<file path="config.mk">
export PLATFORM = sky130hd
export DESIGN_NAME = mjt_fifo
export DESIGN_NICKNAME = d
export VERILOG_FILES = /design/src/sv/mjt_pkg.sv /design/src/sv/mjt_fifo.sv
export SDC_FILE = /design/constraint.sdc
export NUM_CORES = 1
export LEC_CHECK = 0
export BUFFER_PORTS_ARGS = -buffer_cell sky130_fd_sc_hd__buf_2
export CORE_MARGIN = 2
export CORE_UTILIZATION = 30
export CTS_BUF_LIST = sky130_fd_sc_hd__clkbuf_8
export CTS_CLUSTER_DIAMETER = 30
export DETAILED_ROUTE_END_ITERATION = 8
export SETUP_SLACK_MARGIN = 0.05
export SLEW_MARGIN = 30
export SYNTH_ARGS = -nofsm -noshare
export SYNTH_HDL_FRONTEND = slang
export SYNTH_SLANG_ARGS = --single-unit
export TNS_END_PERCENT = 1
</file>
<file path="constraint.sdc">
create_clock -name clk_i -period 8.76 [get_ports clk_i]
set_clock_uncertainty 0.05 [all_clocks]
set_input_delay 0.438 -clock clk_i [delete_from_list [all_inputs] [get_ports clk_i]]
set_output_delay 0.438 -clock clk_i [all_outputs]
set_load 0.05 [all_outputs]
</file>
<file path="src/sv/mjt_pkg.sv">
// Types, constants and arithmetic helpers of the minimum-jerk trajectory generator.
package mjt_pkg;

  localparam int unsigned DurW      = 12;
  localparam logic [DurW-1:0] DurReset = 12'd200;
  localparam int unsigned DataW     = 32;
  localparam int unsigned CoefW     = 48;
  localparam int unsigned FracW     = 24;
  localparam int unsigned PowW      = 25;
  localparam int unsigned NumCoef   = 6;
  localparam int unsigned NumTerms  = 15;
  localparam int unsigned OutAxes   = 3;
  localparam int unsigned AccW      = 56;
  localparam int unsigned DivNW     = 56;
  localparam int unsigned DivDW     = 24;
  localparam int unsigned FifoDepth = 2;
  localparam int unsigned C2W       = 60;

  localparam logic FuncLoad = 1'b0;
  localparam logic FuncTick = 1'b1;

  localparam logic signed [C2W-1:0] C48Max = 60'sd140737488355327;
  localparam logic signed [C2W-1:0] C48Min = -60'sd140737488355328;
  localparam logic signed [56:0]    S32Max = 57'sd2147483647;
  localparam logic signed [56:0]    S32Min = -57'sd2147483648;

  typedef enum logic {CMD_LOAD, CMD_TICK} cmd_e;
  typedef enum logic [1:0] {DST_POS, DST_VEL, DST_ACC} dst_e;

  typedef enum logic [3:0] {
    B_IDLE, B_LD_MUL, B_LD_SQ, B_LD_COEF, B_TAU_GO, B_TAU_WAIT, B_POW,
    B_MUL, B_ACC, B_VDIV_GO, B_VDIV_WAIT, B_ADIV_GO, B_ADIV_WAIT, B_OUT
  } back_state_e;

  typedef struct packed {
    logic              func;
    logic [1:0]        axis;
    logic signed [31:0] start_pos;
    logic signed [31:0] start_vel;
    logic signed [31:0] start_acc;
    logic signed [31:0] target_pos;
  } in_t;

  typedef struct packed {
    logic signed [31:0] pos_x;
    logic signed [31:0] pos_y;
    logic signed [31:0] pos_z;
    logic signed [31:0] vel_x;
    logic signed [31:0] vel_y;
    logic signed [31:0] vel_z;
    logic signed [31:0] acc_x;
    logic signed [31:0] acc_y;
    logic signed [31:0] acc_z;
    logic               last;
  } out_t;

  typedef struct packed {
    cmd_e               kind;
    logic [1:0]         axis;
    logic signed [31:0] start_pos;
    logic signed [31:0] start_vel;
    logic signed [31:0] start_acc;
    logic signed [31:0] target_pos;
    logic [DurW-1:0]    index;
    logic               last;
  } cmd_t;

  typedef struct packed {
    logic             start;
    logic [DivNW-1:0] dividend;
    logic [DivDW-1:0] divisor;
  } div_req_t;

  typedef struct packed {
    logic             done;
    logic [DivNW-1:0] quotient;
  } div_rsp_t;

  typedef struct packed {
    logic [2:0] coef;
    logic [2:0] pw;
    logic [4:0] weight;
    dst_e       dst;
  } term_t;

  // Product terms of position, velocity and acceleration sums.
  function automatic term_t term_info(input logic [3:0] j);
    term_t t;
    case (j)
      4'd0:  t = '{coef: 3'd0, pw: 3'd0, weight: 5'd1,  dst: DST_POS};
      4'd1:  t = '{coef: 3'd1, pw: 3'd1, weight: 5'd1,  dst: DST_POS};
      4'd2:  t = '{coef: 3'd2, pw: 3'd2, weight: 5'd1,  dst: DST_POS};
      4'd3:  t = '{coef: 3'd3, pw: 3'd3, weight: 5'd1,  dst: DST_POS};
      4'd4:  t = '{coef: 3'd4, pw: 3'd4, weight: 5'd1,  dst: DST_POS};
      4'd5:  t = '{coef: 3'd5, pw: 3'd5, weight: 5'd1,  dst: DST_POS};
      4'd6:  t = '{coef: 3'd1, pw: 3'd0, weight: 5'd1,  dst: DST_VEL};
      4'd7:  t = '{coef: 3'd2, pw: 3'd1, weight: 5'd2,  dst: DST_VEL};
      4'd8:  t = '{coef: 3'd3, pw: 3'd2, weight: 5'd3,  dst: DST_VEL};
      4'd9:  t = '{coef: 3'd4, pw: 3'd3, weight: 5'd4,  dst: DST_VEL};
      4'd10: t = '{coef: 3'd5, pw: 3'd4, weight: 5'd5,  dst: DST_VEL};
      4'd11: t = '{coef: 3'd2, pw: 3'd0, weight: 5'd2,  dst: DST_ACC};
      4'd12: t = '{coef: 3'd3, pw: 3'd1, weight: 5'd6,  dst: DST_ACC};
      4'd13: t = '{coef: 3'd4, pw: 3'd2, weight: 5'd12, dst: DST_ACC};
      4'd14: t = '{coef: 3'd5, pw: 3'd3, weight: 5'd20, dst: DST_ACC};
      default: t = '{coef: 3'd0, pw: 3'd0, weight: 5'd0, dst: DST_POS};
    endcase
    return t;
  endfunction

  // One coefficient: doubled form, halved toward zero, clipped to 48 bits.
  function automatic logic signed [CoefW-1:0] coef_calc(
    input logic [2:0]         k,
    input logic signed [31:0] p,
    input logic signed [44:0] vt,
    input logic signed [56:0] at2,
    input logic signed [32:0] d
  );
    logic signed [C2W-1:0] pe, ve, ae, de, c2, ch;
    pe = C2W'(p);
    ve = C2W'(vt);
    ae = C2W'(at2);
    de = C2W'(d);
    case (k)
      3'd0: c2 = pe <<< 1;
      3'd1: c2 = ve <<< 1;
      3'd2: c2 = ae;
      3'd3: c2 = de * 20 - ve * 12 - ae * 3;
      3'd4: c2 = ve * 16 + ae * 3 - de * 30;
      3'd5: c2 = de * 12 - ve * 6 - ae;
      default: c2 = '0;
    endcase
    ch = (c2 + $signed({{(C2W-1){1'b0}}, c2[C2W-1]})) >>> 1;
    if (ch > C48Max) return C48Max[CoefW-1:0];
    if (ch < C48Min) return C48Min[CoefW-1:0];
    return ch[CoefW-1:0];
  endfunction

  function automatic logic signed [DataW-1:0] sat32(input logic signed [56:0] v);
    if (v > S32Max) return S32Max[DataW-1:0];
    if (v < S32Min) return S32Min[DataW-1:0];
    return v[DataW-1:0];
  endfunction

endpackage

</file>
<file path="src/sv/mjt_fifo.sv">
// Short command queue between the front and back parts.
module mjt_fifo import mjt_pkg::*; (
  input  logic clk_i,
  input  logic rst_ni,
  input  logic push_i,
  input  cmd_t cmd_i,
  output logic full_o,
  input  logic pop_i,
  output cmd_t cmd_o,
  output logic empty_o
);

  localparam int unsigned PtrW = (FifoDepth > 1) ? $clog2(FifoDepth) : 1;
  localparam int unsigned CntW = $clog2(FifoDepth + 1);

  cmd_t            mem_q [FifoDepth];
  logic [PtrW-1:0] wr_q, wr_d, rd_q, rd_d;
  logic [CntW-1:0] cnt_q, cnt_d;

  assign full_o  = (cnt_q == CntW'(FifoDepth));
  assign empty_o = (cnt_q == '0);
  assign cmd_o   = mem_q[rd_q];

  always_comb begin
    wr_d  = wr_q;
    rd_d  = rd_q;
    cnt_d = cnt_q;
    if (push_i) begin
      wr_d = (wr_q == PtrW'(FifoDepth - 1)) ? '0 : wr_q + 1'b1;
    end
    if (pop_i) begin
      rd_d = (rd_q == PtrW'(FifoDepth - 1)) ? '0 : rd_q + 1'b1;
    end
    if (push_i && !pop_i) begin
      cnt_d = cnt_q + 1'b1;
    end else if (!push_i && pop_i) begin
      cnt_d = cnt_q - 1'b1;
    end
  end

  always_ff @(posedge clk_i or negedge rst_ni) begin
    if (!rst_ni) begin
      wr_q  <= '0;
      rd_q  <= '0;
      cnt_q <= '0;
    end else begin
      wr_q  <= wr_d;
      rd_q  <= rd_d;
      cnt_q <= cnt_d;
    end
  end

  always_ff @(posedge clk_i) begin
    if (push_i) begin
      mem_q[wr_q] <= cmd_i;
    end
  end

endmodule

</file>
## Yosys cells after proc, flatten, opt, wreduce, memory -nomap -nowiden

Memories as Yosys holds them, arrays and structs flattened.
Index checks and enable logic that the tools add are counted.

- Bits in registers: 4
- Latch bits: 0
- ROM bits: 0
- Output and inout port bits: 146
- Word-level logic and storage cells: 21
- Memories: 1
- RAM bits: 288

- Bitwise gates (word level): 0
- $lt $le $gt $ge: 0
- Multiplexer cells: 6
- Div/mod/pow operators: 0
- Equal/unequal tests: 1
- $mul: 0
- Shifts and indexed selects: 0
- Add/subtract/negate cells: 4
- Reduce and logical (&&, ||, !) cells: 6

Memory list:

| name | depth | bits a word | read ports | clocked after memory_dff | write ports | RTL line | text |
|---|---|---|---|---|---|---|---|
| mem_q | 2 | 144 | 1 | 0 | 1 | mjt_fifo.sv:16 | `cmd_t mem_q [FifoDepth];` |

Operators with widths:

| cell | number |
|---|---|
| 2-to-1 mux 1 bit | 4 |
| 2-to-1 mux 2 bit | 2 |
| adder 1 bit, second input constant | 2 |
| adder 2 x 1 -> 2 bit, second input constant | 1 |
| equality test 2 bit, second input constant | 1 |
| logical AND 1 bit | 2 |
| zero test 1 bit | 2 |
| zero test 2 bit | 1 |
| nonzero test 2 bit | 1 |
| subtractor 2 x 1 -> 2 bit, second input constant | 1 |

## Logic depth before layout (Yosys ltp)

- Depth after elaboration: 4
- Depth in mapped cells: 5
- Depth with buffers taken out: 5

## Least setup slack after synthesis

OpenSTA, ideal clock, no wires.

- Path kind: register to register
- From: register wr_q
- To: memory mem_q[0][0] in the netlist's numbering (enable)
- Arrival: 6.761 ns
- Clock period less this slack: 7.478 ns
- Data required time: 8.043 ns
- Slack: 1.282 ns
- Buffers on the path: 0
- Stages on the path, launching flop included: 2
- Cell sequence: dfrtp_1 -> nor2b_1

RTL lines:

| item | RTL line | text |
|---|---|---|
| from (decl) | mjt_fifo.sv:17 | `logic [PtrW-1:0] wr_q, wr_d, rd_q, rd_d;` |
| from (signal assigned) | mjt_fifo.sv:47 | `wr_q <= wr_d;` |
| to (decl) | mjt_fifo.sv:16 |  |

No word-level cell before the write port.

==> impl_metrics.toml <==
[outcome]
status = "finished clean"

[cts]
clkTransAtPathRegs_ns = 0.05
cts_setup_buffers = 0
clock_path_buffers = 3
cts.sinks = 292
hold_buffers = 147
clockRootBuffer = "clkbuf_8"
insertion_delay_ns = 0.61
cts_made_buffers = 61
cts_tree = "done"
htreeDepth = 2
cts_resized = 0

[worst_setup_path]
cp-end-kind = "primary output"
critPathArrivalTime_ns = 2.92
cp-start-kind = "register"
cp_top_family = "buffers and inverters"
path_cells = "buf_4, mux2_2, buf_2"
worstSetupPathType = "register to primary output"
max_stage_delay_ns = 0.83
r2r_slack_ns = 5.99
r2r_end = "mem_q[1][112]$_DFFE_PP_"
crit_buf_inv = 2
worst_r2r_path_depth = 4
slowest_stage = "buf_4"
critPathRequiredTime_ns = 8.27
cp_max_fo = 57
reg2reg_from = "wr_q$_DFFE_PN0P_"
startpoint = "rd_q$_DFFE_PN0P_"

[synth]
syn_inst = 464
postSynthAreaPerCell_sq_um = 23.2
seq_area_frac_synth_pct = 81.2
syn_area_sq_um = 10800
synth_warnings = 0
yosysUniqueCellTypes = 13
synth_nets = 613
synth-seq-cells = 292

[sta]
fin_ws_ns = 5.35
relSlewSlack_pct = 38.1
rsz0062_at_grt = "no"
setup_tns_ns = 0
tightest_slew_ns = 0.928
finalCriticalPeriod_ns = 3.41
fin_crit_sh_pct = 38.9
fmax_mhz = 293
drv_slew = 0
setup-violations-final = 0
finalHoldViolations = 0

[floorplanning]
io-pin-count = 294
core_sq_um = 35500
dieArea_sq_um = 37400
row_count = 69
chipWidth_microns = 193
die_y_microns = 193
initial_core_util_pct = 30.3

[layout]
multiInputGateArea_sq_um = 1900
fillers = 3172
fin_util_pct = 43.9
seqCellArea_sq_um = 8750
nNetsFinal = 1107
syn2layout_area_growth_pct = 44.8
final_cell_count_no_fill = 1471
fin_area_sq_um = 15600
drive_gt1_share_pct = 53.7

[global_routing]
first_global_vias = 6661
grt-ovfl-total = 0
grt_max_degree = 118
grt_usage_pct = 12.0
grt_pass1_wl_microns = 35600
antenna_found_initial = 3

[power]
seqPwrFrac_pct = 34.6
clockPowerShare_pct = 26.6
switching_share_pct = 39.4
p_int_w = 0.00342
p_leak_nw = 6.11
p_sw_w = 0.00222
combPwrFrac_pct = 38.8
p_per_area_nw_per_um2 = 362
vdd_ir_drop_max_mv = 0.259

[route]
first_iter_violations = 273
via_per_inst = 4.13
drc = 0
wl_microns = 22800
vias = 6079
dr.pass1.iters = 4
post_drt_wl_per_cell_microns = 15.5
ant_nets = 0

[placed_design]
place_congestion = 0.690
dp_slack_ns = 5.70
hpwl_microns = 13500
portBuffers = 293
place_inst = 1208
placed_area_sq_um = 12800

[min_path]
hp-class = "input pin to async pin"

[job]
cap_violations = 0
-- flip-flops by register name, summed over array words and instances, names as in the netlist --
name	flops
mem_q	288
cnt_q	2
rd_q	1
wr_q	1
-- Yosys cell counts --
library cell / count / area share [%]
and2_1: 1 / 0.058
buf_2: 9 / 0.42
buf_6: 7 / 0.73
dfrtp_1: 4 / 0.93
edfxtp_1: 288 / 80
ha_1: 1 / 0.12
inv_1: 1 / 0.035
mux2_2: 94 / 9.8
mux2_4: 50 / 7.0
nor2_1: 2 / 0.070
nor2b_1: 2 / 0.12
xnor2_1: 1 / 0.081
xor2_1: 4 / 0.33
-- cells in the final DEF (no fill, tap or decap), types with 7 or more instances in the layout --
master	n
clkinv_1	7
clkinv_2	15
edfxtp_1	288
buf_2	293
dlygate4sd3_1	147
clkbuf_8	63
mux2_4	50
bufinv_16	8
mux2_2	94
inv_1	12
-- cell type report --
type,count,share of cell area (%)
repair buffers,447,19.5
clock buffers,63,5.56
inverters,1,0.0241
clock inverters,49,2.87
diodes,3,0.0481
multi-input cells,155,12.2
well taps,461,3.70
flip-flops and latches,292,56.1
-- worst max-delay path by stage --
stage	depth (start not counted)	to
after floorplan	1	mem_q[0][0]$_DFFE_PP_
after global placement	4	mem_q[1][118]$_DFFE_PP_
after detailed placement	5	mem_q[1][94]$_DFFE_PP_
after CTS	3	cmd_o[135]
after global routing	3	cmd_o[142]
final	3	cmd_o[142]
-- per-layer routing --
| layer | vias up | GRT usage (%) | share of wire, % |
|---|---|---|---|
| met4 | 0 | 6.11 | 3.1 |
| met5 | - | 0 | 0 |
| met3 | 52 | 4.52 | 7.9 |
| li1 | 2863 | - | - |
| met1 | 2922 | 14.1 | 42 |
| met2 | 242 | 19.4 | 47 |
-- per-stage QoR --
| stage | power (W) | hold slack [ns] |
|---|---|---|
| 2_1_floorplan | 0.00373 | 0.0924 |
| 3_3_place_gp | 0.00412 | 0.200 |
| 3_5_place_dp | 0.00414 | 0.202 |
| 4_1_cts | 0.00573 | 0.0588 |
| 5_1_grt | 0.00590 | 0.118 |
| 6_report | 0.00564 | 0.143 |
-- power by group through the flow --
stage,clock network (W),registers [W],logic (W)
finish,0.00150,0.00195,0.00219
CTS,0.00156,0.00196,0.00221
detailed placement,0,0.00198,0.00215
global route,0.00163,0.00198,0.00229
floorplan,0,0.00198,0.00175
global placement,0,0.00197,0.00215
-- logic make-up (layout without fill, tap and decap cells) --
| group | count (synthesis) | count (layout) | share of synthesized area [%] |
|---|---|---|---|
| xor gates and xnor gates | 5 | 5 | 0.407 |
| DFF | 292 | 292 | 81.2 |
| adders and majority gates | 1 | 1 | 0.116 |
| muxes | 144 | 144 | 16.8 |
| other | 0 | 3 | 0 |
| buffers and inverters | 17 | 560 | 1.19 |
| and+or+nand+nor | 5 | 5 | 0.244 |
Power figures use the tool's default switching activity.
