<file path="config.mk">
export PLATFORM = sky130hd
export DESIGN_NAME = mjt_front_flat
export DESIGN_NICKNAME = d
export VERILOG_FILES = /design/src/sv/mjt_pkg.sv /design/src/sv/mjt_in_if.sv /design/src/sv/mjt_front.sv /design/src/flat_wrapper.sv
export SDC_FILE = /design/constraint.sdc
export NUM_CORES = 1
export LEC_CHECK = 0
export BUFFER_PORTS_ARGS = -buffer_cell sky130_fd_sc_hd__buf_2
export CORE_AREA = 8 8 106 108
export CTS_CLUSTER_SIZE = 16
export DETAILED_ROUTE_END_ITERATION = 8
export DIE_AREA = 0 0 114 116
export GPL_ROUTABILITY_DRIVEN = 1
export PLACE_DENSITY_LB_ADDON = 0.2
export SYNTH_ARGS = -nofsm -noshare
export SYNTH_HDL_FRONTEND = slang
export SYNTH_SLANG_ARGS = --single-unit
</file>
<file path="constraint.sdc">
create_clock -name clk_i -period 3.2 [get_ports clk_i]
set_input_delay 0.64 -clock clk_i [delete_from_list [all_inputs] [get_ports clk_i]]
set_output_delay 0.64 -clock clk_i [all_outputs]
set_load 0.005 [all_outputs]
</file>
<file path="src/sv/mjt_pkg.sv">
// Types, constants and arithmetic helpers of the minimum-jerk trajectory generator.
package mjt_pkg;

  localparam int unsigned DurW      = 12;
  localparam logic [DurW-1:0] DurReset = 12'd200;
  localparam int unsigned DataW     = 32;
  localparam int unsigned CoefW     = 48;
  localparam int unsigned FracW     = 24;
  localparam int unsigned PowW      = 25;
  localparam int unsigned NumCoef   = 6;
  localparam int unsigned NumTerms  = 15;
  localparam int unsigned OutAxes   = 3;
  localparam int unsigned AccW      = 56;
  localparam int unsigned DivNW     = 56;
  localparam int unsigned DivDW     = 24;
  localparam int unsigned FifoDepth = 2;
  localparam int unsigned C2W       = 60;

  localparam logic FuncLoad = 1'b0;
  localparam logic FuncTick = 1'b1;

  localparam logic signed [C2W-1:0] C48Max = 60'sd140737488355327;
  localparam logic signed [C2W-1:0] C48Min = -60'sd140737488355328;
  localparam logic signed [56:0]    S32Max = 57'sd2147483647;
  localparam logic signed [56:0]    S32Min = -57'sd2147483648;

  typedef enum logic {CMD_LOAD, CMD_TICK} cmd_e;
  typedef enum logic [1:0] {DST_POS, DST_VEL, DST_ACC} dst_e;

  typedef enum logic [3:0] {
    B_IDLE, B_LD_MUL, B_LD_SQ, B_LD_COEF, B_TAU_GO, B_TAU_WAIT, B_POW,
    B_MUL, B_ACC, B_VDIV_GO, B_VDIV_WAIT, B_ADIV_GO, B_ADIV_WAIT, B_OUT
  } back_state_e;

  typedef struct packed {
    logic              func;
    logic [1:0]        axis;
    logic signed [31:0] start_pos;
    logic signed [31:0] start_vel;
    logic signed [31:0] start_acc;
    logic signed [31:0] target_pos;
  } in_t;

  typedef struct packed {
    logic signed [31:0] pos_x;
    logic signed [31:0] pos_y;
    logic signed [31:0] pos_z;
    logic signed [31:0] vel_x;
    logic signed [31:0] vel_y;
    logic signed [31:0] vel_z;
    logic signed [31:0] acc_x;
    logic signed [31:0] acc_y;
    logic signed [31:0] acc_z;
    logic               last;
  } out_t;

  typedef struct packed {
    cmd_e               kind;
    logic [1:0]         axis;
    logic signed [31:0] start_pos;
    logic signed [31:0] start_vel;
    logic signed [31:0] start_acc;
    logic signed [31:0] target_pos;
    logic [DurW-1:0]    index;
    logic               last;
  } cmd_t;

  typedef struct packed {
    logic             start;
    logic [DivNW-1:0] dividend;
    logic [DivDW-1:0] divisor;
  } div_req_t;

  typedef struct packed {
    logic             done;
    logic [DivNW-1:0] quotient;
  } div_rsp_t;

  typedef struct packed {
    logic [2:0] coef;
    logic [2:0] pw;
    logic [4:0] weight;
    dst_e       dst;
  } term_t;

  // Product terms of position, velocity and acceleration sums.
  function automatic term_t term_info(input logic [3:0] j);
    term_t t;
    case (j)
      4'd0:  t = '{coef: 3'd0, pw: 3'd0, weight: 5'd1,  dst: DST_POS};
      4'd1:  t = '{coef: 3'd1, pw: 3'd1, weight: 5'd1,  dst: DST_POS};
      4'd2:  t = '{coef: 3'd2, pw: 3'd2, weight: 5'd1,  dst: DST_POS};
      4'd3:  t = '{coef: 3'd3, pw: 3'd3, weight: 5'd1,  dst: DST_POS};
      4'd4:  t = '{coef: 3'd4, pw: 3'd4, weight: 5'd1,  dst: DST_POS};
      4'd5:  t = '{coef: 3'd5, pw: 3'd5, weight: 5'd1,  dst: DST_POS};
      4'd6:  t = '{coef: 3'd1, pw: 3'd0, weight: 5'd1,  dst: DST_VEL};
      4'd7:  t = '{coef: 3'd2, pw: 3'd1, weight: 5'd2,  dst: DST_VEL};
      4'd8:  t = '{coef: 3'd3, pw: 3'd2, weight: 5'd3,  dst: DST_VEL};
      4'd9:  t = '{coef: 3'd4, pw: 3'd3, weight: 5'd4,  dst: DST_VEL};
      4'd10: t = '{coef: 3'd5, pw: 3'd4, weight: 5'd5,  dst: DST_VEL};
      4'd11: t = '{coef: 3'd2, pw: 3'd0, weight: 5'd2,  dst: DST_ACC};
      4'd12: t = '{coef: 3'd3, pw: 3'd1, weight: 5'd6,  dst: DST_ACC};
      4'd13: t = '{coef: 3'd4, pw: 3'd2, weight: 5'd12, dst: DST_ACC};
      4'd14: t = '{coef: 3'd5, pw: 3'd3, weight: 5'd20, dst: DST_ACC};
      default: t = '{coef: 3'd0, pw: 3'd0, weight: 5'd0, dst: DST_POS};
    endcase
    return t;
  endfunction

  // One coefficient: doubled form, halved toward zero, clipped to 48 bits.
  function automatic logic signed [CoefW-1:0] coef_calc(
    input logic [2:0]         k,
    input logic signed [31:0] p,
    input logic signed [44:0] vt,
    input logic signed [56:0] at2,
    input logic signed [32:0] d
  );
    logic signed [C2W-1:0] pe, ve, ae, de, c2, ch;
    pe = C2W'(p);
    ve = C2W'(vt);
    ae = C2W'(at2);
    de = C2W'(d);
    case (k)
      3'd0: c2 = pe <<< 1;
      3'd1: c2 = ve <<< 1;
      3'd2: c2 = ae;
      3'd3: c2 = de * 20 - ve * 12 - ae * 3;
      3'd4: c2 = ve * 16 + ae * 3 - de * 30;
      3'd5: c2 = de * 12 - ve * 6 - ae;
      default: c2 = '0;
    endcase
    ch = (c2 + $signed({{(C2W-1){1'b0}}, c2[C2W-1]})) >>> 1;
    if (ch > C48Max) return C48Max[CoefW-1:0];
    if (ch < C48Min) return C48Min[CoefW-1:0];
    return ch[CoefW-1:0];
  endfunction

  function automatic logic signed [DataW-1:0] sat32(input logic signed [56:0] v);
    if (v > S32Max) return S32Max[DataW-1:0];
    if (v < S32Min) return S32Min[DataW-1:0];
    return v[DataW-1:0];
  endfunction

endpackage

</file>
<file path="src/sv/mjt_in_if.sv">
// Input channel: valid/ready handshake carrying one input item.
interface mjt_in_if import mjt_pkg::*; ();
  logic valid;
  logic ready;
  in_t  payload;

  modport source (output valid, output payload, input ready);
  modport sink   (input valid, input payload, output ready);
endinterface

</file>
<file path="src/sv/mjt_front.sv">
// Front part: accepts items, drops idle ticks and bad loads, tracks the segment.
module mjt_front import mjt_pkg::*; #(
  parameter int unsigned NUM_AXES = 3
) (
  input  logic            clk_i,
  input  logic            rst_ni,
  input  logic [DurW-1:0] dur_i,
  mjt_in_if.sink          in_i,
  input  logic            full_i,
  output logic            push_o,
  output cmd_t            cmd_o
);

  logic            running_q, running_d;
  logic [DurW-1:0] index_q, index_d;
  logic            xfer, is_last;

  assign in_i.ready = !full_i;
  assign xfer       = in_i.valid && in_i.ready;
  assign is_last    = ({1'b0, index_q} + 1'b1) >= {1'b0, dur_i};

  always_comb begin
    running_d        = running_q;
    index_d          = index_q;
    push_o           = 1'b0;
    cmd_o.kind       = CMD_LOAD;
    cmd_o.axis       = in_i.payload.axis;
    cmd_o.start_pos  = in_i.payload.start_pos;
    cmd_o.start_vel  = in_i.payload.start_vel;
    cmd_o.start_acc  = in_i.payload.start_acc;
    cmd_o.target_pos = in_i.payload.target_pos;
    cmd_o.index      = index_q;
    cmd_o.last       = 1'b0;
    if (xfer) begin
      if (in_i.payload.func == FuncLoad) begin
        if (32'(in_i.payload.axis) < NUM_AXES) begin
          push_o    = 1'b1;
          running_d = 1'b1;
          index_d   = '0;
        end
      end else if (running_q) begin
        push_o     = 1'b1;
        cmd_o.kind = CMD_TICK;
        cmd_o.last = is_last;
        if (is_last) begin
          running_d = 1'b0;
        end else begin
          index_d = index_q + 1'b1;
        end
      end
    end
  end

  always_ff @(posedge clk_i or negedge rst_ni) begin
    if (!rst_ni) begin
      running_q <= 1'b0;
      index_q   <= '0;
    end else begin
      running_q <= running_d;
      index_q   <= index_d;
    end
  end

endmodule

</file>
<file path="src/flat_wrapper.sv">
// flat-port wrapper written by rule: the top's interface ports become plain ports
module mjt_front_flat import mjt_pkg::*;
#(
  parameter int unsigned NUM_AXES = 3
)
  (clk_i, rst_ni, dur_i, full_i, push_o, cmd_o, in_i_valid, in_i_payload, in_i_ready);
  mjt_in_if in_i_i ();
  input  logic clk_i;
  input  logic rst_ni;
  input  logic [DurW-1:0] dur_i;
  input  logic full_i;
  output logic push_o;
  output cmd_t cmd_o;
  input wire logic [$bits(in_i_i.valid)-1:0] in_i_valid;
  input wire logic [$bits(in_i_i.payload)-1:0] in_i_payload;
  output wire logic [$bits(in_i_i.ready)-1:0] in_i_ready;
  assign in_i_i.valid = in_i_valid;
  assign in_i_i.payload = in_i_payload;
  assign in_i_ready = in_i_i.ready;
  mjt_front #(.NUM_AXES(NUM_AXES)) u_core (.clk_i(clk_i), .rst_ni(rst_ni), .dur_i(dur_i), .in_i(in_i_i), .full_i(full_i), .push_o(push_o), .cmd_o(cmd_o));
endmodule
</file>
Word-level counts from Yosys, hierarchy flattened
Cells that the tools add are included.
{ "totals": {"regBits": 13, "latch_bits": 0, "mem_bits_rw": 0, "rom_bits": 0, "output_inout_bits": 146, "elab_cells": 30, "n_memories": 0} }
{ "op_classes": {"n_addsub": 2, "multipliers": 0, "n_div": 0, "magnitude_cmp": 2, "n_eq_ne": 2, "shift": 0, "n_mux": 17, "bitwise": 0, "n_reduce_logical": 5} }
{ "op_table": {"columns": ["cell", "n"], "rows": [
  ["2-to-1 mux 12 bit", 4],
  ["adder 12 x 1 -> 13 bit (second input constant)", 1],
  [">= comparator 13 x 12 -> 1 bit", 1],
  ["2-to-1 mux 1 bit", 13],
  ["adder 12 x 1 -> 12 bit (second input constant)", 1],
  ["AND reduction 4 bit", 1],
  ["less-than comparator 2 bit (second input constant)", 1],
  ["inequality test 2 x 1 -> 1 bit (second input constant)", 1],
  ["inequality test 2 bit (second input constant)", 1],
  ["AND reduction 2 bit", 1],
  ["nonzero test 2 bit", 1],
  ["logical AND 1 bit", 1],
  ["zero test 1 bit", 1]
]} }

Logic depth before layout (Yosys ltp)
{ "logic_depth": {"depth_word": 5, "ltp_mapped": 11, "depth_no_buf": 10} }

Least setup slack after synthesis
Ideal clock, no wire load.
{ "synth_timing": {"path_type": "reg2out", "from": "register u_core.index_q[3]", "to": "output cmd_o[0] in the netlist's numbering", "t_arrival_ns": 2.360, "setup_slack_ns": 0.200, "path_stages_with_launch": 12, "path_cell_list": "dfrtp_1 buf_4 and4_1 nand4_2 nor2_1 xor2_1 ha_1 nand3_1 a2111oi_4 and2_4 nor2_2 nor2_1"} }
{ "synth_lines": {"columns": ["item", "line_no", "text"], "rows": [
  ["start, declared", "mjt_front.sv:15", "logic [DurW-1:0] index_q, index_d;"],
  ["start signal, assigned", "mjt_front.sv:60", "index_q <= index_d;"],
  ["end, declared", "flat_wrapper.sv:13", "output cmd_t cmd_o;"]
]} }

==> impl_metrics.prom <==
# TYPE chip_impl_metric gauge
chip_impl_info{name="outcome",value="finished, final reports clean"} 1
chip_impl_metric{name="yosysWarningCount",unit=""} 0
chip_impl_info{name="crit_path_top_delay_cell",value="sky130_fd_sc_hd__dfrtp_1"} 1
chip_impl_metric{name="routed_len_inst",unit="µm"} 16.6
chip_impl_metric{name="total_switching_power",unit="mW"} 0.197
chip_impl_info{name="cell_chain_of_the_critical_path",value="buf_6 > ha_4 > nand4_1 > xnor2_2 > ha_1 > a21o_1 > a21o_1 > a211o_2 > nor2_2 > nor2_2 > buf_2"} 1
chip_impl_metric{name="fp.coreArea",unit="mm²"} 0.00955
chip_impl_metric{name="postSynthCellCount",unit=""} 273
chip_impl_metric{name="biggest_fanout_along_the_worst_timing_path",unit=""} 4
chip_impl_metric{name="area_of_the_die",unit="mm²"} 0.0132
chip_impl_metric{name="cts_htree_levels",unit=""} 1
chip_impl_metric{name="boundaryPins",unit=""} 293
chip_impl_metric{name="ffs_latches_synth",unit=""} 13
chip_impl_info{name="rsz0062_at_grt",value="yes"} 1
chip_impl_metric{name="maximum_number_of_pins_on_one_net_before_global_route_repair",unit=""} 14
chip_impl_metric{name="ys_seq_area_share",unit="%"} 14.6
chip_impl_info{name="commonest_non_fill_non_tap_cells_in_the_layout",value="sky130_fd_sc_hd__buf_2 (36), sky130_fd_sc_hd__buf_4 (25), sky130_fd_sc_hd__nand2_1 (20)"} 1
chip_impl_metric{name="clkLatencyLatePin",unit="ns"} 0.25
chip_impl_metric{name="power_switching_share",unit="%"} 34.6
chip_impl_metric{name="post-route-drc-count",unit=""} 0
chip_impl_info{name="clock_tree_from_tritoncts",value="built"} 1
chip_impl_metric{name="placement.setup.worst_slack",unit="ns"} 0.151
chip_impl_metric{name="postSynthAreaPerCell",unit="µm²"} 8.18
chip_impl_info{name="netlist_top_cells_area",value="sky130_fd_sc_hd__buf_4 (44%), sky130_fd_sc_hd__dfrtp_1 (15%), sky130_fd_sc_hd__ha_1 (7.8%), sky130_fd_sc_hd__nand2_1 (3.4%), sky130_fd_sc_hd__inv_1 (2.5%)"} 1
chip_impl_metric{name="max_slew_margin",unit="%"} 68.5
chip_impl_metric{name="cts-buffers-inserted",unit=""} 3
chip_impl_info{name="critical_path_class",value="flop to output port"} 1
chip_impl_metric{name="fraction_of_final_layout_cells_with_drive_strength_greater_than_1",unit="%"} 42.6
chip_impl_info{name="synth_largest_area_cell",value="sky130_fd_sc_hd__buf_4"} 1
chip_impl_metric{name="global_route.overflow_total",unit=""} 0
chip_impl_metric{name="skew",unit="ns"} 0.00768
chip_impl_metric{name="fp.dieW",unit="µm"} 114
chip_impl_info{name="timing.critical_path.from_type",value="flop"} 1
chip_impl_metric{name="flop_pwr_share",unit="%"} 32.6
chip_impl_metric{name="pwr-share-clk",unit="%"} 27.4
chip_impl_metric{name="fin_setup_tns",unit="ns"} 0
chip_impl_metric{name="grt_util_overall",unit="%"} 8.53
chip_impl_info{name="layout_commonest_cell",value="sky130_fd_sc_hd__buf_2"} 1
chip_impl_metric{name="power.density_cell_area",unit="mW/mm²"} 298
chip_impl_metric{name="n_antenna_cell",unit=""} 0
chip_impl_metric{name="layout_min_cycle_time",unit="ns"} 3.18
chip_impl_metric{name="hold_violations",unit=""} 0
chip_impl_metric{name="clk_pin_slew_worst_paths",unit="ns"} 0.06
chip_impl_metric{name="clock-sinks",unit=""} 13
chip_impl_metric{name="globalplace.congestion",unit=""} 0.769
chip_impl_metric{name="power.combinational.fraction",unit="%"} 40.0
chip_impl_metric{name="cts-root-to-sink-buffers",unit=""} 2
chip_impl_metric{name="syn_nets",unit=""} 434
chip_impl_metric{name="routed_wl",unit="mm"} 5.66
chip_impl_info{name="timing.hold.worst.class",value="primary input to async pin"} 1
chip_impl_metric{name="syn2layout_area_growth",unit="%"} -14.6
chip_impl_metric{name="grt_antenna_before_repair",unit=""} 0
chip_impl_metric{name="timing.final.crit_share",unit="%"} 99.3
chip_impl_metric{name="wire_length_of_the_first_global_routing_pass",unit="mm"} 8.85
chip_impl_metric{name="max_cap_viol",unit=""} 0
chip_impl_metric{name="grt_pass1_vias",unit=""} 1606
chip_impl_metric{name="critPathArrivalTime",unit="ns"} 2.54
chip_impl_metric{name="critical_path_buf_inv_count",unit=""} 2
chip_impl_metric{name="num_vias",unit=""} 1467
chip_impl_metric{name="first_pass_iters",unit=""} 4
chip_impl_metric{name="floorplan.die.height",unit="µm"} 116
chip_impl_metric{name="timing.critical_path.required",unit="ns"} 2.56
chip_impl_metric{name="achievable-frequency",unit="MHz"} 315
chip_impl_info{name="critical_path.endpoint_type",value="output port"} 1
chip_impl_metric{name="power.internal",unit="mW"} 0.372
chip_impl_metric{name="worst_hold_slack",unit="ns"} 0.283
chip_impl_metric{name="placement_rows",unit=""} 36
chip_impl_metric{name="placement.io_buffers",unit=""} 36
chip_impl_metric{name="yosysTopAreaCellShare",unit="%"} 44.0
chip_impl_info{name="critical-path-top-delay-family",value="compound AO/OA/AOI/OAI gates"} 1
chip_impl_metric{name="peakVddDrop",unit="µV"} 100
chip_impl_metric{name="initialDrtViolationCount",unit=""} 40
chip_impl_info{name="cts.root.buffer_cell",value="sky130_fd_sc_hd__clkbuf_8"} 1
chip_impl_metric{name="postLayoutSetupSlackWorst",unit="ns"} 0.0215
chip_impl_metric{name="report.final.slew_viol_count",unit=""} 0
chip_impl_metric{name="cp_slowest_stage_delay",unit="ns"} 0.39
chip_impl_metric{name="post_cts_hold_buffer_count",unit=""} 0
chip_impl_metric{name="routed_vias_inst",unit=""} 4.29
chip_impl_metric{name="static-leakage-power",unit="nW"} 0.987
chip_impl_metric{name="fin_nets",unit=""} 371
chip_impl_metric{name="dp_hpwl",unit="mm"} 4.62
chip_impl_metric{name="finalSetupViolCount",unit=""} 0
chip_impl_metric{name="netlist-cell-type-count",unit=""} 44
chip_impl_metric{name="initial_utilization",unit="%"} 23.4
chip_impl_metric{name="postRouteAntennaNets",unit=""} 0
chip_impl_metric{name="mappedNetlistArea",unit="mm²"} 0.00223
chip_impl_metric{name="max_slew.worst_pin.slew",unit="ns"} 0.471
-- cells in the mapped netlist (all sizes together) --
cell / n
nand2: 20
xnor2: 6
a2111oi: 1
a31oi: 1
nor2: 6
nor3b: 1
inv: 16
o221ai: 3
a211o: 1
nand3: 9
o211ai: 2
buf: 132
and2: 2
xor2: 4
nand4: 5
nor4: 2
a211oi: 2
and4: 1
a32o: 1
o22a: 1
mux2i: 1
a21oi: 7
and3: 3
ha: 14
a22o: 5
a31o: 2
a21o: 3
nor2b: 1
nand2b: 2
o21ai: 2
a41oi: 1
nor3: 3
dfrtp: 13
-- power groups by stage --
stage	clock [mW]	sequential, mW	combinational (mW)
floorplan	0	0.199	0.217
global placement	0	0.188	0.203
detailed placement	0	0.189	0.199
CTS	0.162	0.185	0.229
global route	0.169	0.186	0.255
finish	0.156	0.185	0.227
-- sequential cells by signal (all words and copies together), names as in the netlist --
| signal | flops |
|---|---|
| u_core.running_q | 1 |
| u_core.index_q | 12 |
-- per-layer routing --
| metal | global-route usage (%) | up-vias | part of all wire (%) |
|---|---|---|---|
| li1 | - | 650 | - |
| met1 | 9.75 | 679 | 42 |
| met2 | 12.3 | 72 | 42 |
| met3 | 2.81 | 66 | 8.0 |
| met4 | 8.07 | 0 | 7.8 |
| met5 | 0 | - | 0 |
-- final timing paths --
check | startpoint | endpoint | slack [ns] | depth (start not counted)
max | u_core.index_q[1] | cmd_o[0] | 0.02 | 11
min | rst_ni | u_core.index_q[0] | 0.28 | 1
max reg2reg | u_core.index_q[3] | u_core.index_q[10] | 0.46 | 13
min reg2reg | u_core.running_q | u_core.running_q | 0.49 | 1
max in group asynchronous | rst_ni | u_core.index_q[10] | 2.66 | 1
min in group clk_i | u_core.running_q | u_core.running_q | 0.49 | 1
-- through the flow --
stage	std cells	power [mW]	cell area, µm²	utilization [%]
2_1_floorplan	273	0.416	2230	-
3_3_place_gp	330	0.392	1740	18.2
3_5_place_dp	330	0.388	1740	18.2
4_1_cts	341	0.576	1870	19.6
5_1_grt	342	0.610	1910	20.0
6_report	342	0.568	1910	20.0
-- final cells by class --
class | instances | area [µm²]
multi-input combinational | 112 | 908
clock buffer | 4 | 45.0
fill | 1112 | 7640
timing repair buffer | 64 | 402
inverter | 16 | 60.1
sequential | 13 | 325
tap | 133 | 166
-- kinds of logic (layout without fill, tap and decap cells) --
logic type	after synthesis	in the layout	synth area share, %
AO/OA/AOI/OAI	32	32	12.6
multiplexers	1	1	0.448
XOR/XNOR	10	10	3.92
buffers and inverters	148	84	46.9
AND/OR/NAND/NOR	55	55	13.7
adder cells (fa/ha/maj)	14	14	7.84
flip-flops	13	13	14.6
-- repair_timing --
action | 4_1_cts | 5_1_grt
buffers inserted | 7 | 1
pin swaps | 8 | 6
resized for setup | 8 | 7
endpoints found under the setup margin | 1 | 1
(Power assumes the default switching activity.)
