`config.mk`:
```
export PLATFORM = sky130hd
export DESIGN_NAME = mjt_div
export DESIGN_NICKNAME = d
export VERILOG_FILES = /design/src/sv/mjt_pkg.sv /design/src/sv/mjt_div.sv
export SDC_FILE = /design/constraint.sdc
export NUM_CORES = 1
export LEC_CHECK = 0
export BUFFER_PORTS_ARGS = -buffer_cell sky130_fd_sc_hd__buf_2
export CORE_ASPECT_RATIO = 1.4
export CORE_MARGIN = 3
export CORE_UTILIZATION = 54
export CTS_CLUSTER_SIZE = 40
export DETAILED_ROUTE_END_ITERATION = 10
export PLACE_DENSITY = 0.88
export SETUP_SLACK_MARGIN = 0.2
export SLEW_MARGIN = 20
export SYNTH_ARGS = -nofsm -noshare
export SYNTH_HDL_FRONTEND = slang
export SYNTH_SLANG_ARGS = --single-unit
```
`constraint.sdc`:
```
create_clock -name clk_i -period 2.9 [get_ports clk_i]
set_input_delay 0.145 -clock clk_i [delete_from_list [all_inputs] [get_ports clk_i]]
set_output_delay 0.145 -clock clk_i [all_outputs]
set_load 0.01 [all_outputs]
```
`src/sv/mjt_pkg.sv`:
```
// Types, constants and arithmetic helpers of the minimum-jerk trajectory generator.
package mjt_pkg;

  localparam int unsigned DurW      = 12;
  localparam logic [DurW-1:0] DurReset = 12'd200;
  localparam int unsigned DataW     = 32;
  localparam int unsigned CoefW     = 48;
  localparam int unsigned FracW     = 24;
  localparam int unsigned PowW      = 25;
  localparam int unsigned NumCoef   = 6;
  localparam int unsigned NumTerms  = 15;
  localparam int unsigned OutAxes   = 3;
  localparam int unsigned AccW      = 56;
  localparam int unsigned DivNW     = 56;
  localparam int unsigned DivDW     = 24;
  localparam int unsigned FifoDepth = 2;
  localparam int unsigned C2W       = 60;

  localparam logic FuncLoad = 1'b0;
  localparam logic FuncTick = 1'b1;

  localparam logic signed [C2W-1:0] C48Max = 60'sd140737488355327;
  localparam logic signed [C2W-1:0] C48Min = -60'sd140737488355328;
  localparam logic signed [56:0]    S32Max = 57'sd2147483647;
  localparam logic signed [56:0]    S32Min = -57'sd2147483648;

  typedef enum logic {CMD_LOAD, CMD_TICK} cmd_e;
  typedef enum logic [1:0] {DST_POS, DST_VEL, DST_ACC} dst_e;

  typedef enum logic [3:0] {
    B_IDLE, B_LD_MUL, B_LD_SQ, B_LD_COEF, B_TAU_GO, B_TAU_WAIT, B_POW,
    B_MUL, B_ACC, B_VDIV_GO, B_VDIV_WAIT, B_ADIV_GO, B_ADIV_WAIT, B_OUT
  } back_state_e;

  typedef struct packed {
    logic              func;
    logic [1:0]        axis;
    logic signed [31:0] start_pos;
    logic signed [31:0] start_vel;
    logic signed [31:0] start_acc;
    logic signed [31:0] target_pos;
  } in_t;

  typedef struct packed {
    logic signed [31:0] pos_x;
    logic signed [31:0] pos_y;
    logic signed [31:0] pos_z;
    logic signed [31:0] vel_x;
    logic signed [31:0] vel_y;
    logic signed [31:0] vel_z;
    logic signed [31:0] acc_x;
    logic signed [31:0] acc_y;
    logic signed [31:0] acc_z;
    logic               last;
  } out_t;

  typedef struct packed {
    cmd_e               kind;
    logic [1:0]         axis;
    logic signed [31:0] start_pos;
    logic signed [31:0] start_vel;
    logic signed [31:0] start_acc;
    logic signed [31:0] target_pos;
    logic [DurW-1:0]    index;
    logic               last;
  } cmd_t;

  typedef struct packed {
    logic             start;
    logic [DivNW-1:0] dividend;
    logic [DivDW-1:0] divisor;
  } div_req_t;

  typedef struct packed {
    logic             done;
    logic [DivNW-1:0] quotient;
  } div_rsp_t;

  typedef struct packed {
    logic [2:0] coef;
    logic [2:0] pw;
    logic [4:0] weight;
    dst_e       dst;
  } term_t;

  // Product terms of position, velocity and acceleration sums.
  function automatic term_t term_info(input logic [3:0] j);
    term_t t;
    case (j)
      4'd0:  t = '{coef: 3'd0, pw: 3'd0, weight: 5'd1,  dst: DST_POS};
      4'd1:  t = '{coef: 3'd1, pw: 3'd1, weight: 5'd1,  dst: DST_POS};
      4'd2:  t = '{coef: 3'd2, pw: 3'd2, weight: 5'd1,  dst: DST_POS};
      4'd3:  t = '{coef: 3'd3, pw: 3'd3, weight: 5'd1,  dst: DST_POS};
      4'd4:  t = '{coef: 3'd4, pw: 3'd4, weight: 5'd1,  dst: DST_POS};
      4'd5:  t = '{coef: 3'd5, pw: 3'd5, weight: 5'd1,  dst: DST_POS};
      4'd6:  t = '{coef: 3'd1, pw: 3'd0, weight: 5'd1,  dst: DST_VEL};
      4'd7:  t = '{coef: 3'd2, pw: 3'd1, weight: 5'd2,  dst: DST_VEL};
      4'd8:  t = '{coef: 3'd3, pw: 3'd2, weight: 5'd3,  dst: DST_VEL};
      4'd9:  t = '{coef: 3'd4, pw: 3'd3, weight: 5'd4,  dst: DST_VEL};
      4'd10: t = '{coef: 3'd5, pw: 3'd4, weight: 5'd5,  dst: DST_VEL};
      4'd11: t = '{coef: 3'd2, pw: 3'd0, weight: 5'd2,  dst: DST_ACC};
      4'd12: t = '{coef: 3'd3, pw: 3'd1, weight: 5'd6,  dst: DST_ACC};
      4'd13: t = '{coef: 3'd4, pw: 3'd2, weight: 5'd12, dst: DST_ACC};
      4'd14: t = '{coef: 3'd5, pw: 3'd3, weight: 5'd20, dst: DST_ACC};
      default: t = '{coef: 3'd0, pw: 3'd0, weight: 5'd0, dst: DST_POS};
    endcase
    return t;
  endfunction

  // One coefficient: doubled form, halved toward zero, clipped to 48 bits.
  function automatic logic signed [CoefW-1:0] coef_calc(
    input logic [2:0]         k,
    input logic signed [31:0] p,
    input logic signed [44:0] vt,
    input logic signed [56:0] at2,
    input logic signed [32:0] d
  );
    logic signed [C2W-1:0] pe, ve, ae, de, c2, ch;
    pe = C2W'(p);
    ve = C2W'(vt);
    ae = C2W'(at2);
    de = C2W'(d);
    case (k)
      3'd0: c2 = pe <<< 1;
      3'd1: c2 = ve <<< 1;
      3'd2: c2 = ae;
      3'd3: c2 = de * 20 - ve * 12 - ae * 3;
      3'd4: c2 = ve * 16 + ae * 3 - de * 30;
      3'd5: c2 = de * 12 - ve * 6 - ae;
      default: c2 = '0;
    endcase
    ch = (c2 + $signed({{(C2W-1){1'b0}}, c2[C2W-1]})) >>> 1;
    if (ch > C48Max) return C48Max[CoefW-1:0];
    if (ch < C48Min) return C48Min[CoefW-1:0];
    return ch[CoefW-1:0];
  endfunction

  function automatic logic signed [DataW-1:0] sat32(input logic signed [56:0] v);
    if (v > S32Max) return S32Max[DataW-1:0];
    if (v < S32Min) return S32Min[DataW-1:0];
    return v[DataW-1:0];
  endfunction

endpackage

```
`src/sv/mjt_div.sv`:
```
// Radix-2 restoring divider, one quotient bit per cycle.
module mjt_div import mjt_pkg::*; (
  input  logic     clk_i,
  input  logic     rst_ni,
  input  div_req_t req_i,
  output div_rsp_t rsp_o
);

  localparam int unsigned CntW = $clog2(DivNW);

  logic [DivDW-1:0] rem_q;
  logic [DivNW-1:0] quo_q;
  logic [DivDW-1:0] dsr_q;
  logic [CntW-1:0]  cnt_q;
  logic             busy_q, done_q;
  logic [DivDW+1:0] diff;

  assign diff = {1'b0, rem_q, quo_q[DivNW-1]} - {2'b0, dsr_q};

  assign rsp_o.done     = done_q;
  assign rsp_o.quotient = quo_q;

  always_ff @(posedge clk_i or negedge rst_ni) begin
    if (!rst_ni) begin
      busy_q <= 1'b0;
      done_q <= 1'b0;
      cnt_q  <= '0;
    end else begin
      done_q <= 1'b0;
      if (req_i.start) begin
        busy_q <= 1'b1;
        cnt_q  <= CntW'(DivNW - 1);
      end else if (busy_q) begin
        if (cnt_q == '0) begin
          busy_q <= 1'b0;
          done_q <= 1'b1;
        end else begin
          cnt_q <= cnt_q - 1'b1;
        end
      end
    end
  end

  always_ff @(posedge clk_i) begin
    if (req_i.start) begin
      rem_q <= '0;
      quo_q <= req_i.dividend;
      dsr_q <= req_i.divisor;
    end else if (busy_q) begin
      // no borrow: the divisor fits, take the difference
      if (!diff[DivDW+1]) begin
        rem_q <= diff[DivDW-1:0];
        quo_q <= {quo_q[DivNW-2:0], 1'b1};
      end else begin
        rem_q <= {rem_q[DivDW-2:0], quo_q[DivNW-1]};
        quo_q <= {quo_q[DivNW-2:0], 1'b0};
      end
    end
  end

endmodule

```
======== Yosys cells after proc, flatten, opt, wreduce, memory -nomap -nowiden ========
Index checks and enable logic that the tools add are counted.
cells by class
  add/sub/neg operators ................... 2
  equality and inequality tests ........... 1
  mux-type cells .......................... 13
  reduce and logical (&&, ||, !) cells .... 3
operator list
  kind                                                                count
  56-bit two-way mux                                                  2
  25-bit by 24-bit subtractor with 26-bit output                      1
  24-bit two-way mux                                                  1
  6-bit two-way mux                                                   3
  1-bit two-way mux                                                   7
  6-bit logical NOT                                                   1
  6-bit by 1-bit subtractor with 6-bit output, second input constant  1
  2-bit inequality test, second input constant                        1
  2-bit AND reduction                                                 1
  2-bit nonzero test                                                  1
storage, ports and cells
  register bits after elaboration ......... 112
  word-level logic and storage cells ...... 25

======== Depth between registers and ports, before layout ========
Gate-level depths: netlist of run 1.
  depth in word-level cells ............... 4
  gate-level depth with buffers ........... 13

======== Worst setup path after synthesis of run 1 ========
Ideal clock, no wire load.
  path kind ............................... register to register
  start ................................... reg quo_q[55]
  end ..................................... reg rem_q[22]
  data arrival time ....................... 2.385 ns
  data required time ...................... 2.778 ns
  path slack .............................. 0.393 ns
  cell stages (with the launch flop) ...... 12
  clock period less this slack ............ 2.507 ns
  cell sequence ........................... edfxtp_1 -> inv_1 -> ha_1 -> fa_1 -> nor2b_4 -> o31a_1 -> o2111ai_2 -> a21oi_2 -> a311o_1 -> o41ai_2 -> xor2_1 -> o21ai_1
between the ends
  longest elaborated chain between the ends .. 2
ends and longest elaborated chain
  item                                            line           text
  start: declaration                              mjt_div.sv:12  logic [DivNW-1:0] quo_q;
  start signal: assignment                        mjt_div.sv:47  quo_q <= req_i.dividend;
  start signal: assignment                        mjt_div.sv:53  quo_q <= {quo_q[DivNW-2:0], 1'b1};
  start signal: assignment                        mjt_div.sv:56  quo_q <= {quo_q[DivNW-2:0], 1'b0};
  25-bit by 24-bit subtractor with 26-bit output  mjt_div.sv:18  assign diff = {1'b0, rem_q, quo_q[DivNW-1]} - {2'b0, dsr_q};
  24-bit two-way mux                              mjt_div.sv:51  if (!diff[DivDW+1]) begin
  end signal: assignment                          mjt_div.sv:52  rem_q <= diff[DivDW-1:0];
  end signal: assignment                          mjt_div.sv:55  rem_q <= {rem_q[DivDW-2:0], quo_q[DivNW-1]};
  end: declaration                                mjt_div.sv:11  logic [DivDW-1:0] rem_q;
Every way passes these cells.
A chain may end at the register's enable or synchronous reset.

======== Worst setup path after layout of run 1 ========
Same ends and word-level chain as after synthesis.

==> flow_metrics.tcl, run 1 <==
set metrics [dict create \
    slew_violations 0 \
    vias 4521 \
    pin_count 140 \
    die_w_um 93.29 \
    final_antenna_net_count 0 \
    fin_area_um2 7176 \
    worstHoldStart "req_i[23]" \
    antenna_found_initial 1 \
    grt_first_pass_wirelength_um 21620 \
    clock_sinks 112 \
    root_buffer "clkbuf_16" \
    worst_pin_slew_ns 0.8996 \
    start_kind "register" \
    ys_ff_latch 112 \
    reg2reg_from "quo_q[55]" \
    dp_hpwl_um 9548 \
    nets 765 \
    dieArea_um2 11960 \
    cts_tree "yes" \
    fp.dieH_um 128.2 \
    gp_routability_congestion 0.9303 \
    synth_edf_count 80 \
    path_clk_slew_ns 0.07 \
    synth_cell_type_count 57 \
    post-route-min-period_ns 2.599 \
    final_cell_mix "138 x buf_2, 80 x edfxtp_1, 55 x mux2_2" \
    dpl_cell_area_um2 6595 \
    cp.depth 11 \
    rr_worst_depth 11 \
    r2r-end "rem_q[22]" \
    synth-seq-area-share_pct 53.52 \
    hold_violations 0 \
    r2r_setup_slack_ns 0.30 \
    ctsHtreeMaxLevel 3 \
    syn-cell-area_um2 5761 \
    area_delta_synth_final_pct 24.57 \
    ys_async_sr_fraction_pct 7.143 \
    num_rows 44 \
    yosysWarnings 0 \
    fin_crit_sh_pct 89.63 \
    outcome "finished, final reports clean" \
    drtPass1Iterations 6 \
    post_drt_via_cell_ratio 5.658 \
    crit_arrival_ns 2.83 \
    cts_buffer_depth 2 \
    post_route_cells_drive_above_1_share_pct 35.30 \
    rsz0062_at_grt "true" \
    relSlewSlack_pct 39.81 \
    skew_ns 0.008511 \
    core-area_um2 10410 \
    crit_fanout 4 \
    syn_area_per_cell_um2 11.71 \
    hold_class "in -> reg" \
    grt-ovfl-total 0 \
    power_mw 3.659 \
    clock_latency_ns 0.35 \
    drt-total-wl_um 13120 \
    cp_slowest_cell "edfxtp_1" \
    power_density_nw_per_um2 509.9 \
    cellLeakagePower_nw 3.151 \
    setup_viol 0 \
    wl_per_cell_um 16.42 \
    critPathTopFamily "compound AO/OA/AOI/OAI gates" \
    ir_drop_mv 0.3512 \
    grt_pass1_vias 4755 \
    path_buf_inv 1 \
    gr-usage-all-layers_pct 22.72 \
    slowest_delay_ns 0.40 \
    final_common_cell "buf_2" \
    drc 0 \
    grt_max_degree 58 \
    cap_violations 0 \
    dr.first_iter.drc_count 210 \
    critical_path_class "reg -> reg" \
    syn_nets 602 \
    min_path_cells 1 \
    worstPathCellList "inv_1 -> ha_2 -> fa_2 -> nor2b_4 -> o31a_1 -> o2111ai_2 -> a21oi_2 -> a311o_1 -> o41ai_2 -> xor2_1 -> o21ai_1" \
    synth_flop_cell "edfxtp_1" \
    start_util_pct 55.36 \
    post_synth_inst_count 492 \
    worstSetupEndpointType "register" \
    max_freq_mhz 384.7 \
    port_buffers 139 \
    cts_buffers 9 \
    holdPathEnd "dsr_q[23]" \
    worst_ep_required_time_ns 3.13 \
    tns_ns 0 \
]
[cell type report]
cell class / count / area [um2]
clock buffer: 9 / 225.2
sequential: 112 / 3083
antenna: 1 / 2.502
tap: 138 / 172.7
inverter: 33 / 123.9
fill: 757 / 3229
timing repair buffer: 171 / 998.5
multi-input combinational: 328 / 2494
clock inverter: 7 / 76.32
[how the worst max path moves through the flow]
stage / slack [ns] / start / end
2_1_floorplan: 0.39 / quo_q[55] / rem_q[22]
3_3_place_gp: 0.33 / quo_q[55] / rem_q[22]
3_5_place_dp: 0.25 / quo_q[55] / rem_q[22]
4_1_cts: 0.23 / quo_q[55] / rem_q[22]
5_1_grt: 0.15 / dsr_q[1] / rem_q[21]
6_report: 0.30 / quo_q[55] / rem_q[22]
[synth_stat cells (all sizes together) (10+ instances only)]
| library cell | instances | area share (%) |
|---|---|---|
| xnor2 | 12 | 1.8 |
| o21ai | 22 | 1.9 |
| dfxtp | 24 | 8.3 |
| nor2 | 36 | 2.3 |
| a21oi | 35 | 3.1 |
| clkbuf | 12 | 0.78 |
| edfxtp | 80 | 42 |
| inv | 33 | 2.2 |
| mux2 | 55 | 11 |
| nand2 | 26 | 1.7 |
| ha | 26 | 5.6 |
| a211oi | 10 | 1.3 |
[power breakdown]
| part | leakage [nW] | total [mW] | switching, mW | internal, mW |
|---|---|---|---|---|
| sequential | 1.11 | 1.90 | 0.0587 | 1.84 |
| combinational | 1.90 | 0.500 | 0.247 | 0.253 |
| clock | 0.148 | 1.26 | 0.576 | 0.680 |
| total | 3.15 | 3.66 | 0.882 | 2.78 |
[registers in the layout (all words and copies together) (netlist names)]
register	flops
busy_q	1
cnt_q	6
done_q	1
dsr_q	24
quo_q	56
rem_q	24
[per-stage QoR]
| step | setup WS, ns | util [%] | hold WS [ns] | instances |
|---|---|---|---|---|
| floorplan | 0.3933 | - | -0.1506 | 492 |
| global placement | 0.3308 | 63.38 | -0.008267 | 756 |
| detailed placement | 0.2495 | 63.38 | -0.003965 | 756 |
| CTS | 0.2331 | 68.59 | 0.001028 | 796 |
| global route | 0.1510 | 68.96 | 0.007747 | 799 |
| finish | 0.3006 | 68.96 | 0.01190 | 799 |
[kinds of logic after synthesis]
kind of cell	after synthesis	share of synthesized area, %
xor gates and xnor gates	21	3.193
AOI/OAI and AO/OA	120	14.16
and+or+nand+nor	102	8.297
adders and majority gates	27	5.995
DFF	112	53.52
muxes	58	11.27
buffers and inverters	52	3.562
[routing by layer]
metal | vias up | GRT usage, % | share of wire [%]
li1 | 2164 | - | -
met1 | 2169 | 24.99 | 39
met2 | 160 | 40.99 | 52
met3 | 28 | 5.813 | 6.5
met4 | 0 | 9.577 | 2.5
met5 | - | 0 | 0
[repair_timing]
item	CTS	global route
resized for setup	0	6
setup buffers	0	2
hold buffers	24	0
setup endpoints to repair	0	25
endpoints found under the hold margin	31	0
[worst register-to-register path: stages, from the launching register on]
cell and delay [ns]:
edfxtp_1 0.40, inv_1 0.08, ha_2 0.19, fa_2 0.23
nor2b_4 0.05, o31a_1 0.30, o2111ai_2 0.24, a21oi_2 0.11
a311o_1 0.34, o41ai_2 0.28, xor2_1 0.18, o21ai_1 0.08
Power figures use the tool's default switching activity.
==> run 2, diff against run 1 <==
==> constraint.sdc (replaced) <==
create_clock -name clk_i -period 2.9 [get_ports clk_i]
set_input_delay 0.145 -clock clk_i [delete_from_list [all_inputs] [get_ports clk_i]]
set_output_delay 0.145 -clock clk_i [all_outputs]
set_load 0.1 [all_outputs]
==> run 2 against run 1 <==
Against the previous run:
- final area rose by 0.89%
- critical path depth unchanged
- fmax up 1.8%
- power rose by 19%
- critical endpoint unchanged
- largest cell class unchanged
- largest power group unchanged
==> flow_metrics.tcl, run 2 (synthesis gave the netlist of run 1 again) <==
set metrics [dict create \
    worst_ep_required_time_ns 3.13 \
    relSlewSlack_pct 40.85 \
    area_delta_synth_final_pct 25.67 \
    post-route-min-period_ns 2.553 \
    clock_latency_ns 0.35 \
    power_density_nw_per_um2 599.1 \
    cts_buffer_depth 2 \
    final_cell_mix "138 x buf_2, 80 x edfxtp_1, 55 x mux2_2" \
    cts_buffers 9 \
    outcome "finished, final reports clean" \
    start_kind "register" \
    root_buffer "clkbuf_16" \
    antenna_found_initial 0 \
    vias 4469 \
    ir_drop_mv 0.4108 \
    grt_max_degree 58 \
    core-area_um2 10410 \
    n_antenna_cell 0 \
    dieArea_um2 11960 \
    final_util_pct 69.58 \
    die_w_um 93.29 \
    reg_top3 "quo_q: 56 flops, dsr_q: 24 flops, rem_q: 24 flops" \
    worst_pin_slew_ns 0.8840 \
    final_antenna_net_count 0 \
    multi_input_area_um2 2494 \
    drc 0 \
    fin_crit_sh_pct 88.04 \
    skew_ns 0.007274 \
    gp_routability_congestion 0.9484 \
    fp.dieH_um 128.2 \
    drt-total-wl_um 13330 \
    grt_first_pass_wirelength_um 22070 \
    cp_slowest_cell "edfxtp_1" \
    rsz0062_at_grt "true" \
    grt-ovfl-total 0 \
    whs_ns 0.05360 \
    nets 767 \
    dp_hpwl_um 9613 \
    setup_viol 0 \
    crit_fanout 4 \
    gr-usage-all-layers_pct 23.31 \
    dr.first_iter.drc_count 199 \
    port_buffers 139 \
    worstPathCellList "inv_1 -> ha_2 -> fa_2 -> nor2b_4 -> o31a_1 -> o2111ai_2 -> a21oi_2 -> a311o_1 -> o41ai_2 -> xor2_1 -> o21ai_1" \
    slowest_delay_ns 0.39 \
    drtPass1Iterations 4 \
    cellLeakagePower_nw 3.182 \
    path_clk_slew_ns 0.08 \
    grt_pass1_vias 4652 \
    wl_per_cell_um 16.67 \
    hold_class "in -> reg" \
    critical_path_class "reg -> reg" \
    largest_reg_flops 56 \
    cts_tree "yes" \
    max_freq_mhz 391.7 \
    final_common_cell "buf_2" \
    start_util_pct 55.36 \
    slew_violations 0 \
    ctsHtreeMaxLevel 3 \
    post_drt_via_cell_ratio 5.586 \
    hold_violations 0 \
    num_rows 44 \
    cap_violations 0 \
    clock_sinks 112 \
    pin_count 140 \
    path_buf_inv 1 \
    critPathTopFamily "compound AO/OA/AOI/OAI gates" \
    worstSetupEndpointType "register" \
    final-seq-area_um2 3083 \
    fillCellCount 751 \
    crit_arrival_ns 2.79 \
    post_route_cells_drive_above_1_share_pct 35.35 \
    regMostFlops "quo_q" \
]
run 2: metal layers:
metal	vias up	wire (um)	global-route usage [%]
met4	0	327	9.060
met2	166	6960	41.32
met3	29	845	5.344
met1	2105	5199	27.06
li1	2169	-	-
met5	-	0	0
run 2: timing repair:
action | 4_1_cts | 5_1_grt
gates resized for setup | 0 | 4
endpoints found under the setup margin | 0 | 10
endpoints found under the hold margin | 32 | 0
buffers inserted | 0 | 3
hold buffers | 25 | 0
run 2: power by group:
| group | switching (mW) | internal (mW) | total (mW) |
|---|---|---|---|
| combinational | 0.800 | 0.255 | 1.05 |
| clock | 0.603 | 0.777 | 1.38 |
| sequential | 0.0583 | 1.84 | 1.90 |
run 2: final cells by class:
class | instances | area share (%)
flip-flops and latches | 112 | 42.59
clock buffers | 9 | 3.111
clock inverters | 7 | 1.555
inverters | 33 | 1.711
repair buffers | 173 | 14.21
well taps | 138 | 2.385
multi-input cells | 328 | 34.45
run 2: stage by stage:
stage                     setup TNS [ns]  instance area, um2  setup WS (ns)  std cells  power [mW]
after floorplan                 -0.05905                5766       -0.03320        492       2.753
after global placement                 0                6613         0.4190        756       2.936
after detailed placement               0                6613         0.3268        756       2.959
after CTS                              0                7201         0.3167        797       4.364
after global routing                   0                7239         0.1322        800       4.469
final                                  0                7239         0.3468        800       4.337
run 2: path summary, 6_finish.rpt:
kind,startpoint,end,depth (start not counted),slack (ns)
worst max-delay path,quo_q[55],rem_q[22],11,0.35
worst min-delay path,req_i[80],rem_q[4],2,0.05
worst max register to register,quo_q[55],rem_q[22],11,0.35
worst min register to register,rem_q[1],rem_q[1],2,0.48
max in group asynchronous,rst_ni,cnt_q[4],2,2.55
min in group asynchronous,rst_ni,cnt_q[2],2,0.18
